--- src/rtl/ps2sc_pkg.sv ---
// ----------------------------------------------------------------------------
// PS/2 scan-code queue package
// Shared types, constants and byte-sequence functions for the PS/2 set-2
// scan-code queue and strobe unit.
// ----------------------------------------------------------------------------
package ps2sc_pkg;

   // Queue geometry
   localparam int QUEUE_DEPTH = 16;
   localparam int QPTR_W      = $clog2(QUEUE_DEPTH);
   localparam int QCNT_W      = $clog2(QUEUE_DEPTH + 1);

   // Field widths
   localparam int TIMER_W   = 24;
   localparam int ELAPSED_W = 10;
   localparam int CODE_W    = 16;
   localparam int LEN_W     = 4;
   localparam int IDX_W     = 3;
   localparam int DROP_W    = 4;
   localparam int FILL_W    = 5;
   localparam int CSR_IDX_W = 2;

   localparam logic [TIMER_W-1:0] TIMER_MAX = {TIMER_W{1'b1}};

   // Configuration register indexes and reset values
   localparam logic [CSR_IDX_W-1:0] CSR_ACTIVE_TIME = 2'd0;
   localparam logic [CSR_IDX_W-1:0] CSR_GAP_TIME    = 2'd1;
   localparam logic [TIMER_W-1:0]   ACTIVE_TIME_RST = 24'd197;
   localparam logic [TIMER_W-1:0]   GAP_TIME_RST    = 24'd39000;

   // Special key selectors; the spare code acts as a normal key
   localparam logic [1:0] SK_NORMAL = 2'd0;
   localparam logic [1:0] SK_PAUSE  = 2'd1;
   localparam logic [1:0] SK_PRTSC  = 2'd2;

   // Scan-code bytes
   localparam logic [7:0] BYTE_E0 = 8'hE0;
   localparam logic [7:0] BYTE_F0 = 8'hF0;

   localparam logic [7:0] PAUSE_SEQ [8] = '{8'hE1, 8'h14, 8'h77, 8'hE1,
                                            8'hF0, 8'h14, 8'hE0, 8'h77};
   localparam logic [7:0] PRTSC_SEQ [4] = '{8'hE0, 8'h12, 8'hE0, 8'h7C};

   typedef enum logic [1:0] {
      OP_TICK    = 2'd0,
      OP_PRESS   = 2'd1,
      OP_RELEASE = 2'd2,
      OP_READ    = 2'd3
   } op_type;

   typedef enum logic [1:0] {
      PH_IDLE   = 2'd0,
      PH_ACTIVE = 2'd1,
      PH_GAP    = 2'd2
   } phase_type;

   typedef enum logic [2:0] {
      ST_IDLE     = 3'd0,
      ST_PUSH     = 3'd1,
      ST_TICK_ADD = 3'd2,
      ST_TICK_CMP = 3'd3,
      ST_FINISH   = 3'd4
   } seq_state_type;

   // Number of make bytes of a key
   function automatic logic [LEN_W-1:0] make_len(logic [CODE_W-1:0] code,
                                                 logic [1:0] special);
      logic [LEN_W-1:0] len;
      case (special)
         SK_PAUSE: len = 4'd8;
         SK_PRTSC: len = 4'd4;
         default:  len = (code[15:8] != 8'h00) ? 4'd2 : 4'd1;
      endcase
      return len;
   endfunction

   // Make byte at a position of the key's sequence
   function automatic logic [7:0] make_byte(logic [CODE_W-1:0] code,
                                            logic [1:0] special,
                                            logic [IDX_W-1:0] idx);
      logic [7:0] b;
      case (special)
         SK_PAUSE: b = PAUSE_SEQ[idx];
         SK_PRTSC: b = PRTSC_SEQ[idx[1:0]];
         default: begin
            if (code[15:8] != 8'h00 && idx == 3'd0) begin
               b = code[15:8];
            end else begin
               b = code[7:0];
            end
         end
      endcase
      return b;
   endfunction

   // Number of bytes a press or release request queues
   function automatic logic [LEN_W-1:0] event_len(logic [CODE_W-1:0] code,
                                                  logic [1:0] special,
                                                  logic release_evt);
      logic [LEN_W-1:0] len;
      len = make_len(code, special);
      if (release_evt) begin
         len = (special == SK_PAUSE) ? 4'd0 : len + 4'd1;
      end
      return len;
   endfunction

   // Byte at a position of the press or release sequence; a release puts F0
   // after a leading E0 prefix, else in front of all make bytes
   function automatic logic [7:0] event_byte(logic [CODE_W-1:0] code,
                                             logic [1:0] special,
                                             logic release_evt,
                                             logic [IDX_W-1:0] idx);
      logic [7:0]       b;
      logic [IDX_W-1:0] f0_pos;
      f0_pos = (make_byte(code, special, 3'd0) == BYTE_E0) ? 3'd1 : 3'd0;
      if (!release_evt) begin
         b = make_byte(code, special, idx);
      end else if (idx == f0_pos) begin
         b = BYTE_F0;
      end else if (idx < f0_pos) begin
         b = make_byte(code, special, idx);
      end else begin
         b = make_byte(code, special, idx - 3'd1);
      end
      return b;
   endfunction

endpackage

--- src/rtl/ps2_scan_code_queue_and_strobe_unit.sv ---
// ----------------------------------------------------------------------------
// PS/2 scan-code queue and strobe unit
// Queues set-2 make and break bytes for key events and strobes them out one
// at a time under a tick-driven idle / active / gap machine.
// ----------------------------------------------------------------------------
// Usage:
//   req_* carries one request: tick, key press, key release or data read.
//   rsp_* returns one response per request: pin level, data register, queue
//   fill and the number of bytes of that request dropped on a full queue.
//   csr_* writes active_time (index 0) or gap_time (index 1); other indexes
//   are ignored. Write only while no request is in flight.
// Timing:
//   A request is taken in the idle cycle and worked on by a small sequencer.
//   A press or release writes one queue byte per cycle (up to eight); a tick
//   uses one shared 25-bit adder that first adds the elapsed time and then
//   compares the timer against the phase threshold. req_tready is low until
//   the sequencer is back in idle.
//   The response sits in an output register; the next request is taken
//   while it waits, and the sequencer holds in its last step if the receiver
//   is still stalled when the next response is ready.
// Reset: queue empty, phase idle, timer and data register zero, pin high,
//   registers at 197 and 39000. The queue memory itself is not cleared.
// ----------------------------------------------------------------------------
module ps2_scan_code_queue_and_strobe_unit (
   input  logic        clock,
   input  logic        reset,
   // request channel
   input  logic        req_tvalid,
   output logic        req_tready,
   input  logic [31:0] req_tdata,   // scan_code[15:0], elapsed[25:16], zero fill
   input  logic [3:0]  req_tuser,   // op[1:0], special_key[3:2]
   // response channel
   output logic        rsp_tvalid,
   input  logic        rsp_tready,
   output logic [23:0] rsp_tdata,   // pin_level[0], read_data[8:1],
                                    // queue_fill[13:9], dropped_count[17:14]
   // configuration write channel
   input  logic        csr_valid,
   output logic        csr_ready,
   input  logic [1:0]  csr_index,
   input  logic [23:0] csr_data
);

   localparam int QPTR_W  = ps2sc_pkg::QPTR_W;
   localparam int QCNT_W  = ps2sc_pkg::QCNT_W;
   localparam int TIMER_W = ps2sc_pkg::TIMER_W;
   localparam int IDX_W   = ps2sc_pkg::IDX_W;
   localparam int LEN_W   = ps2sc_pkg::LEN_W;
   localparam int DROP_W  = ps2sc_pkg::DROP_W;
   localparam int FILL_W  = ps2sc_pkg::FILL_W;

   // Sequencer and control state
   ps2sc_pkg::seq_state_type state_ff, state_in;
   ps2sc_pkg::phase_type     phase_ff, phase_in;
   logic [QPTR_W-1:0]        head_ff, head_in;
   logic [QPTR_W-1:0]        tail_ff, tail_in;
   logic [QCNT_W-1:0]        count_ff, count_in;
   logic [TIMER_W-1:0]       timer_ff, timer_in;
   logic                     strobe_ff, strobe_in;
   logic [7:0]               data_reg_ff;
   logic [TIMER_W-1:0]       active_time_ff, active_time_in;
   logic [TIMER_W-1:0]       gap_time_ff, gap_time_in;
   logic                     rsp_valid_ff, rsp_valid_in;

   // Latched request and work registers
   ps2sc_pkg::op_type                  op_ff, op_in;
   logic [ps2sc_pkg::CODE_W-1:0]       code_ff, code_in;
   logic [1:0]                         special_ff, special_in;
   logic [ps2sc_pkg::ELAPSED_W-1:0]    elapsed_ff, elapsed_in;
   logic [LEN_W-1:0]                   len_ff, len_in;
   logic [IDX_W-1:0]                   idx_ff, idx_in;
   logic [DROP_W-1:0]                  drop_ff, drop_in;

   // Response register
   logic                               rsp_pin_ff, rsp_pin_in;
   logic [7:0]                         rsp_data_ff, rsp_data_in;
   logic [QCNT_W-1:0]                  rsp_fill_ff, rsp_fill_in;
   logic [DROP_W-1:0]                  rsp_drop_ff, rsp_drop_in;

   // Queue memory
   logic [7:0]                         queue_mem [ps2sc_pkg::QUEUE_DEPTH];
   logic                               wr_en;
   logic [7:0]                         wr_byte;
   logic                               pop_en;

   // Shared timer adder
   logic [TIMER_W-1:0]                 alu_b;
   logic                               alu_cin;
   logic [TIMER_W:0]                   alu_sum;

   logic                               req_fire;
   logic                               rsp_free;
   logic                               queue_full;
   logic [LEN_W-1:0]                   accept_len;
   logic [QCNT_W+FILL_W-1:0]           fill_wide;

   assign req_tready = (state_ff == ps2sc_pkg::ST_IDLE);
   assign req_fire   = req_tvalid && req_tready;
   assign rsp_free   = !rsp_valid_ff || rsp_tready;
   assign queue_full = (count_ff == QCNT_W'(ps2sc_pkg::QUEUE_DEPTH));
   assign csr_ready  = 1'b1;

   assign accept_len = ps2sc_pkg::event_len(req_tdata[15:0], req_tuser[3:2],
                                             req_tuser[1:0] == ps2sc_pkg::OP_RELEASE);

   // Add elapsed time in the add step, subtract the threshold in the compare step
   always_comb begin
      if (state_ff == ps2sc_pkg::ST_TICK_ADD) begin
         alu_b   = TIMER_W'(elapsed_ff);
         alu_cin = 1'b0;
      end else begin
         alu_b   = (phase_ff == ps2sc_pkg::PH_GAP) ? ~gap_time_ff : ~active_time_ff;
         alu_cin = 1'b1;
      end
      alu_sum = {1'b0, timer_ff} + {1'b0, alu_b} + (TIMER_W+1)'(alu_cin);
   end

   // Sequencer next state and outputs
   always_comb begin
      state_in       = state_ff;
      phase_in       = phase_ff;
      head_in        = head_ff;
      tail_in        = tail_ff;
      count_in       = count_ff;
      timer_in       = timer_ff;
      strobe_in      = strobe_ff;
      active_time_in = active_time_ff;
      gap_time_in    = gap_time_ff;
      op_in          = op_ff;
      code_in        = code_ff;
      special_in     = special_ff;
      elapsed_in     = elapsed_ff;
      len_in         = len_ff;
      idx_in         = idx_ff;
      drop_in        = drop_ff;
      rsp_pin_in     = rsp_pin_ff;
      rsp_data_in    = rsp_data_ff;
      rsp_fill_in    = rsp_fill_ff;
      rsp_drop_in    = rsp_drop_ff;
      rsp_valid_in   = rsp_tready ? 1'b0 : rsp_valid_ff;
      wr_en          = 1'b0;
      wr_byte        = ps2sc_pkg::event_byte(code_ff, special_ff,
                                             op_ff == ps2sc_pkg::OP_RELEASE, idx_ff);
      pop_en         = 1'b0;

      // Take configuration writes
      if (csr_valid && csr_ready) begin
         case (csr_index)
            ps2sc_pkg::CSR_ACTIVE_TIME: active_time_in = csr_data;
            ps2sc_pkg::CSR_GAP_TIME:    gap_time_in    = csr_data;
            default: ;
         endcase
      end

      case (state_ff)
         ps2sc_pkg::ST_IDLE: begin
            if (req_fire) begin
               op_in      = ps2sc_pkg::op_type'(req_tuser[1:0]);
               code_in    = req_tdata[15:0];
               special_in = req_tuser[3:2];
               elapsed_in = req_tdata[25:16];
               len_in     = accept_len;
               idx_in     = '0;
               drop_in    = '0;
               case (ps2sc_pkg::op_type'(req_tuser[1:0]))
                  ps2sc_pkg::OP_TICK: state_in = ps2sc_pkg::ST_TICK_ADD;
                  ps2sc_pkg::OP_PRESS,
                  ps2sc_pkg::OP_RELEASE: begin
                     state_in = (accept_len == '0) ? ps2sc_pkg::ST_FINISH
                                                   : ps2sc_pkg::ST_PUSH;
                  end
                  default: state_in = ps2sc_pkg::ST_FINISH;
               endcase
            end
         end

         // Write one byte per cycle, drop it on a full queue
         ps2sc_pkg::ST_PUSH: begin
            if (queue_full) begin
               drop_in = drop_ff + DROP_W'(1);
            end else begin
               wr_en    = 1'b1;
               tail_in  = (tail_ff == QPTR_W'(ps2sc_pkg::QUEUE_DEPTH - 1))
                          ? '0 : tail_ff + QPTR_W'(1);
               count_in = count_ff + QCNT_W'(1);
            end
            idx_in = idx_ff + IDX_W'(1);
            if (({1'b0, idx_ff} + LEN_W'(1)) == len_ff) begin
               state_in = ps2sc_pkg::ST_FINISH;
            end
         end

         // Advance the timer with saturation
         ps2sc_pkg::ST_TICK_ADD: begin
            timer_in = alu_sum[TIMER_W] ? ps2sc_pkg::TIMER_MAX : alu_sum[TIMER_W-1:0];
            state_in = ps2sc_pkg::ST_TICK_CMP;
         end

         // Step the strobe phase; the adder carry means timer >= threshold
         ps2sc_pkg::ST_TICK_CMP: begin
            case (phase_ff)
               ps2sc_pkg::PH_ACTIVE: begin
                  if (alu_sum[TIMER_W]) begin
                     strobe_in = 1'b1;
                     timer_in  = '0;
                     phase_in  = ps2sc_pkg::PH_GAP;
                  end
               end
               ps2sc_pkg::PH_GAP: begin
                  if (alu_sum[TIMER_W]) begin
                     strobe_in = 1'b1;
                     timer_in  = '0;
                     phase_in  = ps2sc_pkg::PH_IDLE;
                  end
               end
               default: begin
                  phase_in = ps2sc_pkg::PH_IDLE;
                  if (count_ff != '0) begin
                     pop_en    = 1'b1;
                     head_in   = (head_ff == QPTR_W'(ps2sc_pkg::QUEUE_DEPTH - 1))
                                 ? '0 : head_ff + QPTR_W'(1);
                     count_in  = count_ff - QCNT_W'(1);
                     strobe_in = 1'b0;
                     timer_in  = '0;
                     phase_in  = ps2sc_pkg::PH_ACTIVE;
                  end
               end
            endcase
            state_in = ps2sc_pkg::ST_FINISH;
         end

         // Load the response once the output register is free
         ps2sc_pkg::ST_FINISH: begin
            if (rsp_free) begin
               rsp_valid_in = 1'b1;
               rsp_pin_in   = strobe_ff;
               rsp_data_in  = data_reg_ff;
               rsp_fill_in  = count_ff;
               rsp_drop_in  = drop_ff;
               state_in     = ps2sc_pkg::ST_IDLE;
            end
         end

         default: state_in = ps2sc_pkg::ST_IDLE;
      endcase
   end

   // Control registers
   always_ff @(posedge clock) begin
      if (reset) begin
         state_ff       <= ps2sc_pkg::ST_IDLE;
         phase_ff       <= ps2sc_pkg::PH_IDLE;
         head_ff        <= '0;
         tail_ff        <= '0;
         count_ff       <= '0;
         timer_ff       <= '0;
         strobe_ff      <= 1'b1;
         active_time_ff <= ps2sc_pkg::ACTIVE_TIME_RST;
         gap_time_ff    <= ps2sc_pkg::GAP_TIME_RST;
         rsp_valid_ff   <= 1'b0;
      end else begin
         state_ff       <= state_in;
         phase_ff       <= phase_in;
         head_ff        <= head_in;
         tail_ff        <= tail_in;
         count_ff       <= count_in;
         timer_ff       <= timer_in;
         strobe_ff      <= strobe_in;
         active_time_ff <= active_time_in;
         gap_time_ff    <= gap_time_in;
         rsp_valid_ff   <= rsp_valid_in;
      end
   end

   // Payload registers
   always_ff @(posedge clock) begin
      op_ff       <= op_in;
      code_ff     <= code_in;
      special_ff  <= special_in;
      elapsed_ff  <= elapsed_in;
      len_ff      <= len_in;
      idx_ff      <= idx_in;
      drop_ff     <= drop_in;
      rsp_pin_ff  <= rsp_pin_in;
      rsp_data_ff <= rsp_data_in;
      rsp_fill_ff <= rsp_fill_in;
      rsp_drop_ff <= rsp_drop_in;
   end

   // Data register holds the last popped byte
   always_ff @(posedge clock) begin
      if (reset) begin
         data_reg_ff <= '0;
      end else if (pop_en) begin
         data_reg_ff <= queue_mem[head_ff];
      end
   end

   // Queue memory write port
   always_ff @(posedge clock) begin
      if (wr_en) begin
         queue_mem[tail_ff] <= wr_byte;
      end
   end

   // Pack the response
   assign fill_wide  = {{FILL_W{1'b0}}, rsp_fill_ff};
   assign rsp_tvalid = rsp_valid_ff;
   assign rsp_tdata  = {6'b0, rsp_drop_ff, fill_wide[FILL_W-1:0], rsp_data_ff, rsp_pin_ff};

   // Checks
   a_count_bound: assert property (@(posedge clock) disable iff (reset)
      count_ff <= QCNT_W'(ps2sc_pkg::QUEUE_DEPTH))
      else $error("queue count above depth");

   a_empty_ptrs: assert property (@(posedge clock) disable iff (reset)
      count_ff == '0 |-> head_ff == tail_ff)
      else $error("empty queue with head and tail apart");

   a_strobe_phase: assert property (@(posedge clock) disable iff (reset)
      strobe_ff == (phase_ff != ps2sc_pkg::PH_ACTIVE))
      else $error("pin level out of step with phase");

   a_drop_full: assert property (@(posedge clock) disable iff (reset)
      rsp_valid_ff && rsp_drop_ff != '0 |-> rsp_fill_ff == QCNT_W'(ps2sc_pkg::QUEUE_DEPTH))
      else $error("bytes dropped while queue had room");

endmodule

--- config.mk ---
export PLATFORM = sky130hd
export DESIGN_NAME = ps2_scan_code_queue_and_strobe_unit
export DESIGN_NICKNAME = d
export VERILOG_FILES = /design/src/rtl/ps2sc_pkg.sv /design/src/rtl/ps2_scan_code_queue_and_strobe_unit.sv
export SDC_FILE = /design/constraint.sdc
export NUM_CORES = 1
export LEC_CHECK = 0
export ABC_AREA = 1
export BUFFER_PORTS_ARGS = -buffer_cell sky130_fd_sc_hd__buf_2
export CORE_UTILIZATION = 65
export CTS_BUF_LIST = sky130_fd_sc_hd__clkbuf_16
export DETAILED_ROUTE_END_ITERATION = 8
export MAX_ROUTING_LAYER = met4
export PLACE_DENSITY = 0.95
export SETUP_SLACK_MARGIN = 0.3
export SYNTH_ARGS = -nofsm -noshare
export SYNTH_HDL_FRONTEND = slang
export SYNTH_SLANG_ARGS = --single-unit
--- constraint.sdc ---
create_clock -name clock -period 5.2 [get_ports clock]
set_input_delay 0.52 -clock clock [delete_from_list [all_inputs] [get_ports clock]]
set_output_delay 0.52 -clock clock [all_outputs]
set_load 0.05 [all_outputs]
==> summary.md <==
| Metric | Value |
|---|---|
| Design Power | 6.66 mW |
| Fin Setup TNS | 0 ns |
| Chip height | 150 µm |
| First-pass GRT wire length | 56,400 µm |
| Worst clock skew | between 0.02 and 0.03 ns |
| Post-CTS setup buffer count | 0 |
| Clock latency at the later pin of the worst-skew pair | 0.56 ns |
| Largest cells by area after synthesis | edfxtp_1 (39%), dfxtp_1 (14%), nand2_1 (9.5%), nor2_1 (6.7%), o21ai_0 (6.2%) |
| Final Slew Violations | 0 |
| Path depth of the worst reg2reg path | 12 |
| # hold bufs at CTS | 0 |
| Final period util | between 70% and 80% |
| Synth cell count leaders | nand2_1 (360), nor2_1 (256), edfxtp_1 (187), o21ai_0 (177), inv_1 (159) |
| Initial antenna violation count | 0 |
| Fmax | 0.255 GHz |
| Crit start category | register |
| Ys Warns | 0 |
| Worst VDD drop | 0.339 mV |
| Root buf cell | clkbuf_16 |
| RSZ-0062 raised after global routing | false |
| Die area | 22,600 µm² |
| # nets final | 1,844 |
| Die W | 150 µm |
| WL per Instance | 17.8 µm |
| Logic pwr share | 28.5% |
| CP Data Required Time | 5.41 ns |
| Fin worst setup slack | 1.27 ns |
| CTS sink count | 287 |
| CP dominant cell by count | nand2_1 |
| Slew Limit Headroom | 15.9% |
| Pint | 4.33 mW |
| Min Tclk post-route | 3.93 ns |
| FF-to-FF End | queue_mem[9][2] |
| Crit-path cells | ha_1 -> clkinv_1 -> nand2_1 -> inv_1 -> a21oi_1 -> ha_1 -> nand2_1 -> nand2_1 -> inv_1 -> a21oi_1 -> nand2_1 -> a21oi_1 |
| Hold Crit Class | input port to register |
| Async set or reset register ratio after synthesis | 0% |
| Crit path kind | register to register |
| Worst Tran Pin Value | 1.26 ns |
| Max FO, Critical Path | 16 |
| Boundary Pins | 94 |
| Total of max-cap violations | 0 |
| Final hold vios | 0 |
| Psw | 2.33 mW |
| Worst flop-to-flop path startpoint | special_ff[1] |
| Largest stage delay, worst path | around 0.82 ns |
| Place WS | 1.32 ns |
| Post-synth top area cell | edfxtp_1 |
| Detail Route Antenna Nets | 0 |
| R2r setup slk | around 1.3 ns |
| Switching part of the total | 34.9% |
| Seq pwr share | 43.9% |
| Total grt overflow | 0 |
| EDFF count, synth | 187 |
| Synthesized instance count | 1,672 |
| Slowest-stage cell, CP | a21oi_1 |
| Filler cell count | 1,457 |
| Vias in the first global route | 11,300 |
| Final WL | 35,900 µm |
| Critical path capture point | queue_mem[9][2] |
| Number of synthesized register bits | approximately 290 |
| Main synth FF type | edfxtp_1 |
| Global placer's final weighted congestion | 0.971 |
| CP Depth | 12 |
| CP Buf/Inv Count | 3 |
| Critical Path End Type | register |
| Post-synthesis cell area | 14,300 µm² |
| DR pass1 iterations | 7 |
| Layout area overhead | 9.16% |
| Crit path max-delay family | compound AO/OA/AOI/OAI gates |
| Run status | finished clean |
| P per Cell Area | 427 nW/µm² |
| Post-CTS sizing | 0 |
| Clock transition at the registers of the reported paths | 0.06 ns |
| Maximum clock insertion buffer count | 3 |
| Yosys top cell area share | 39.3% |
| Setup violations, final | 0 |
| Vias | 12,100 |
| Iter 0 DRT Violations | 1,523 |
| Sequential-to-total area share from yosys stat | 53.3% |
| Final Util | 73.3% |
| Inserted Diodes | 0 |
| Drt via density | between 5 and 6 |
| Detailed Place HPWL | approximately 24,000 µm |
| DRC | 0 |
| Core Footprint | 21,300 µm² |
| Pin count of the biggest net entering global routing | 68 |
| Power share of the clock group | 27.6% |
| CP Launch Point | special_ff[1] |
| # rows | 53 |
| Most common cell in the synthesized netlist | nand2_1 |
| TritonCTS clock tree | yes |
| H-tree levels | 1 |
| Port bufs | 80 |
| Layout cells sized above 1 | 9.46% |
| Synth Area per Inst | approximately 8.5 µm² |
| Initial Util | 67.1% |
| CP arrival | a little over 4 ns |
| Leakage power | 6.63 nW |
| Num CTS Buffers | 27 |
| Synth cell types | 47 |
| Tot GR Track Use | 32.9% |
kinds of logic after synthesis:
family	synth area share [%]
buffers and inverters	6.84
AND/OR/NAND/NOR	22.0
adder cells (fa/ha/maj)	4.80
other	0.0526
AO/OA/AOI/OAI	11.7
flip-flops	53.3
XOR/XNOR	1.29
power by group through the flow:
stage	Clock, mW	Sequential [mW]	Combinational (mW)
after detailed placement	0	2.96	1.82
after global routing	1.92	2.94	2.08
after floorplan	0	2.98	1.32
final	1.84	2.92	1.90
after global placement	0	2.95	1.76
after CTS	1.83	2.92	1.85
cells in the final DEF, fill, tap and decap left out, types with 6 or more instances in the layout:
| cell | count |
|---|---|
| o21ai_0 | 177 |
| nand3_2 | 11 |
| a21oi_1 | 75 |
| dfxtp_1 | 99 |
| nor3_1 | 7 |
| clkbuf_16 | 27 |
| o22ai_1 | 28 |
| clkinv_1 | 10 |
| edfxtp_1 | 187 |
| inv_1 | 167 |
| conb_1 | 7 |
| nand2_1 | 360 |
| xor2_1 | 14 |
| nand2_2 | 7 |
| buf_4 | 10 |
| nor2_2 | 6 |
| inv_2 | 6 |
| xnor2_1 | 7 |
| ha_1 | 50 |
| nand4_1 | 8 |
| a31oi_1 | 9 |
| nor2_1 | 254 |
| nand3_1 | 87 |
| buf_2 | 80 |
how the worst min path moves through the flow:
stage                               from        endpoint  slack, ns  cells past startpoint
after floorplan           data_reg_ff[0]  rsp_data_ff[0]       0.40                      0
after global placement    data_reg_ff[5]  rsp_data_ff[5]       0.42                      0
after detailed placement  data_reg_ff[0]  rsp_data_ff[0]       0.42                      0
after CTS                   req_tdata[1]      code_ff[1]       0.12                      1
after global routing        req_tdata[3]      code_ff[3]       0.13                      1
final                       req_tdata[1]      code_ff[1]       0.14                      1
area by class of cell:
cell class	count	area (µm²)	share of cell area, %
clock buffers	27	676	4.33
clock inverters	23	134	0.858
inverters	166	623	3.99
multi-input cells	1152	5730	36.7
flip-flops and latches	287	7620	48.8
well taps	275	344	2.21
repair buffers	90	475	3.05
through the flow:
step | cells | hold slack (ns) | area (µm²)
floorplan | 1677 | 0.403 | 14300
global placement | 1970 | 0.415 | 14800
detailed placement | 1970 | 0.421 | 14800
CTS | 2020 | 0.124 | 15600
global route | 2020 | 0.128 | 15600
finish | 2020 | 0.139 | 15600
per-layer routing:
metal	track usage, %	part of all wire, %	wire length (µm)
met2	51.9	47	16900
met3	4.82	10	3610
met1	43.1	40	14200
met4	12.8	3.3	1190
met5	-	0	0
state kept, by name (all words and copies together) (netlist names), 4 cells and up:
| name | flops |
|---|---|
| queue_mem | 128 |
| active_time_ff | 24 |
| gap_time_ff | 24 |
| timer_ff | 24 |
| code_ff | 16 |
| elapsed_ff | 10 |
| data_reg_ff | 8 |
| rsp_data_ff | 8 |
| count_ff | 5 |
| rsp_fill_ff | 5 |
| drop_ff | 4 |
| head_ff | 4 |
| len_ff | 4 |
| rsp_drop_ff | 4 |
| tail_ff | 4 |
Power figures use the tool's default switching activity.
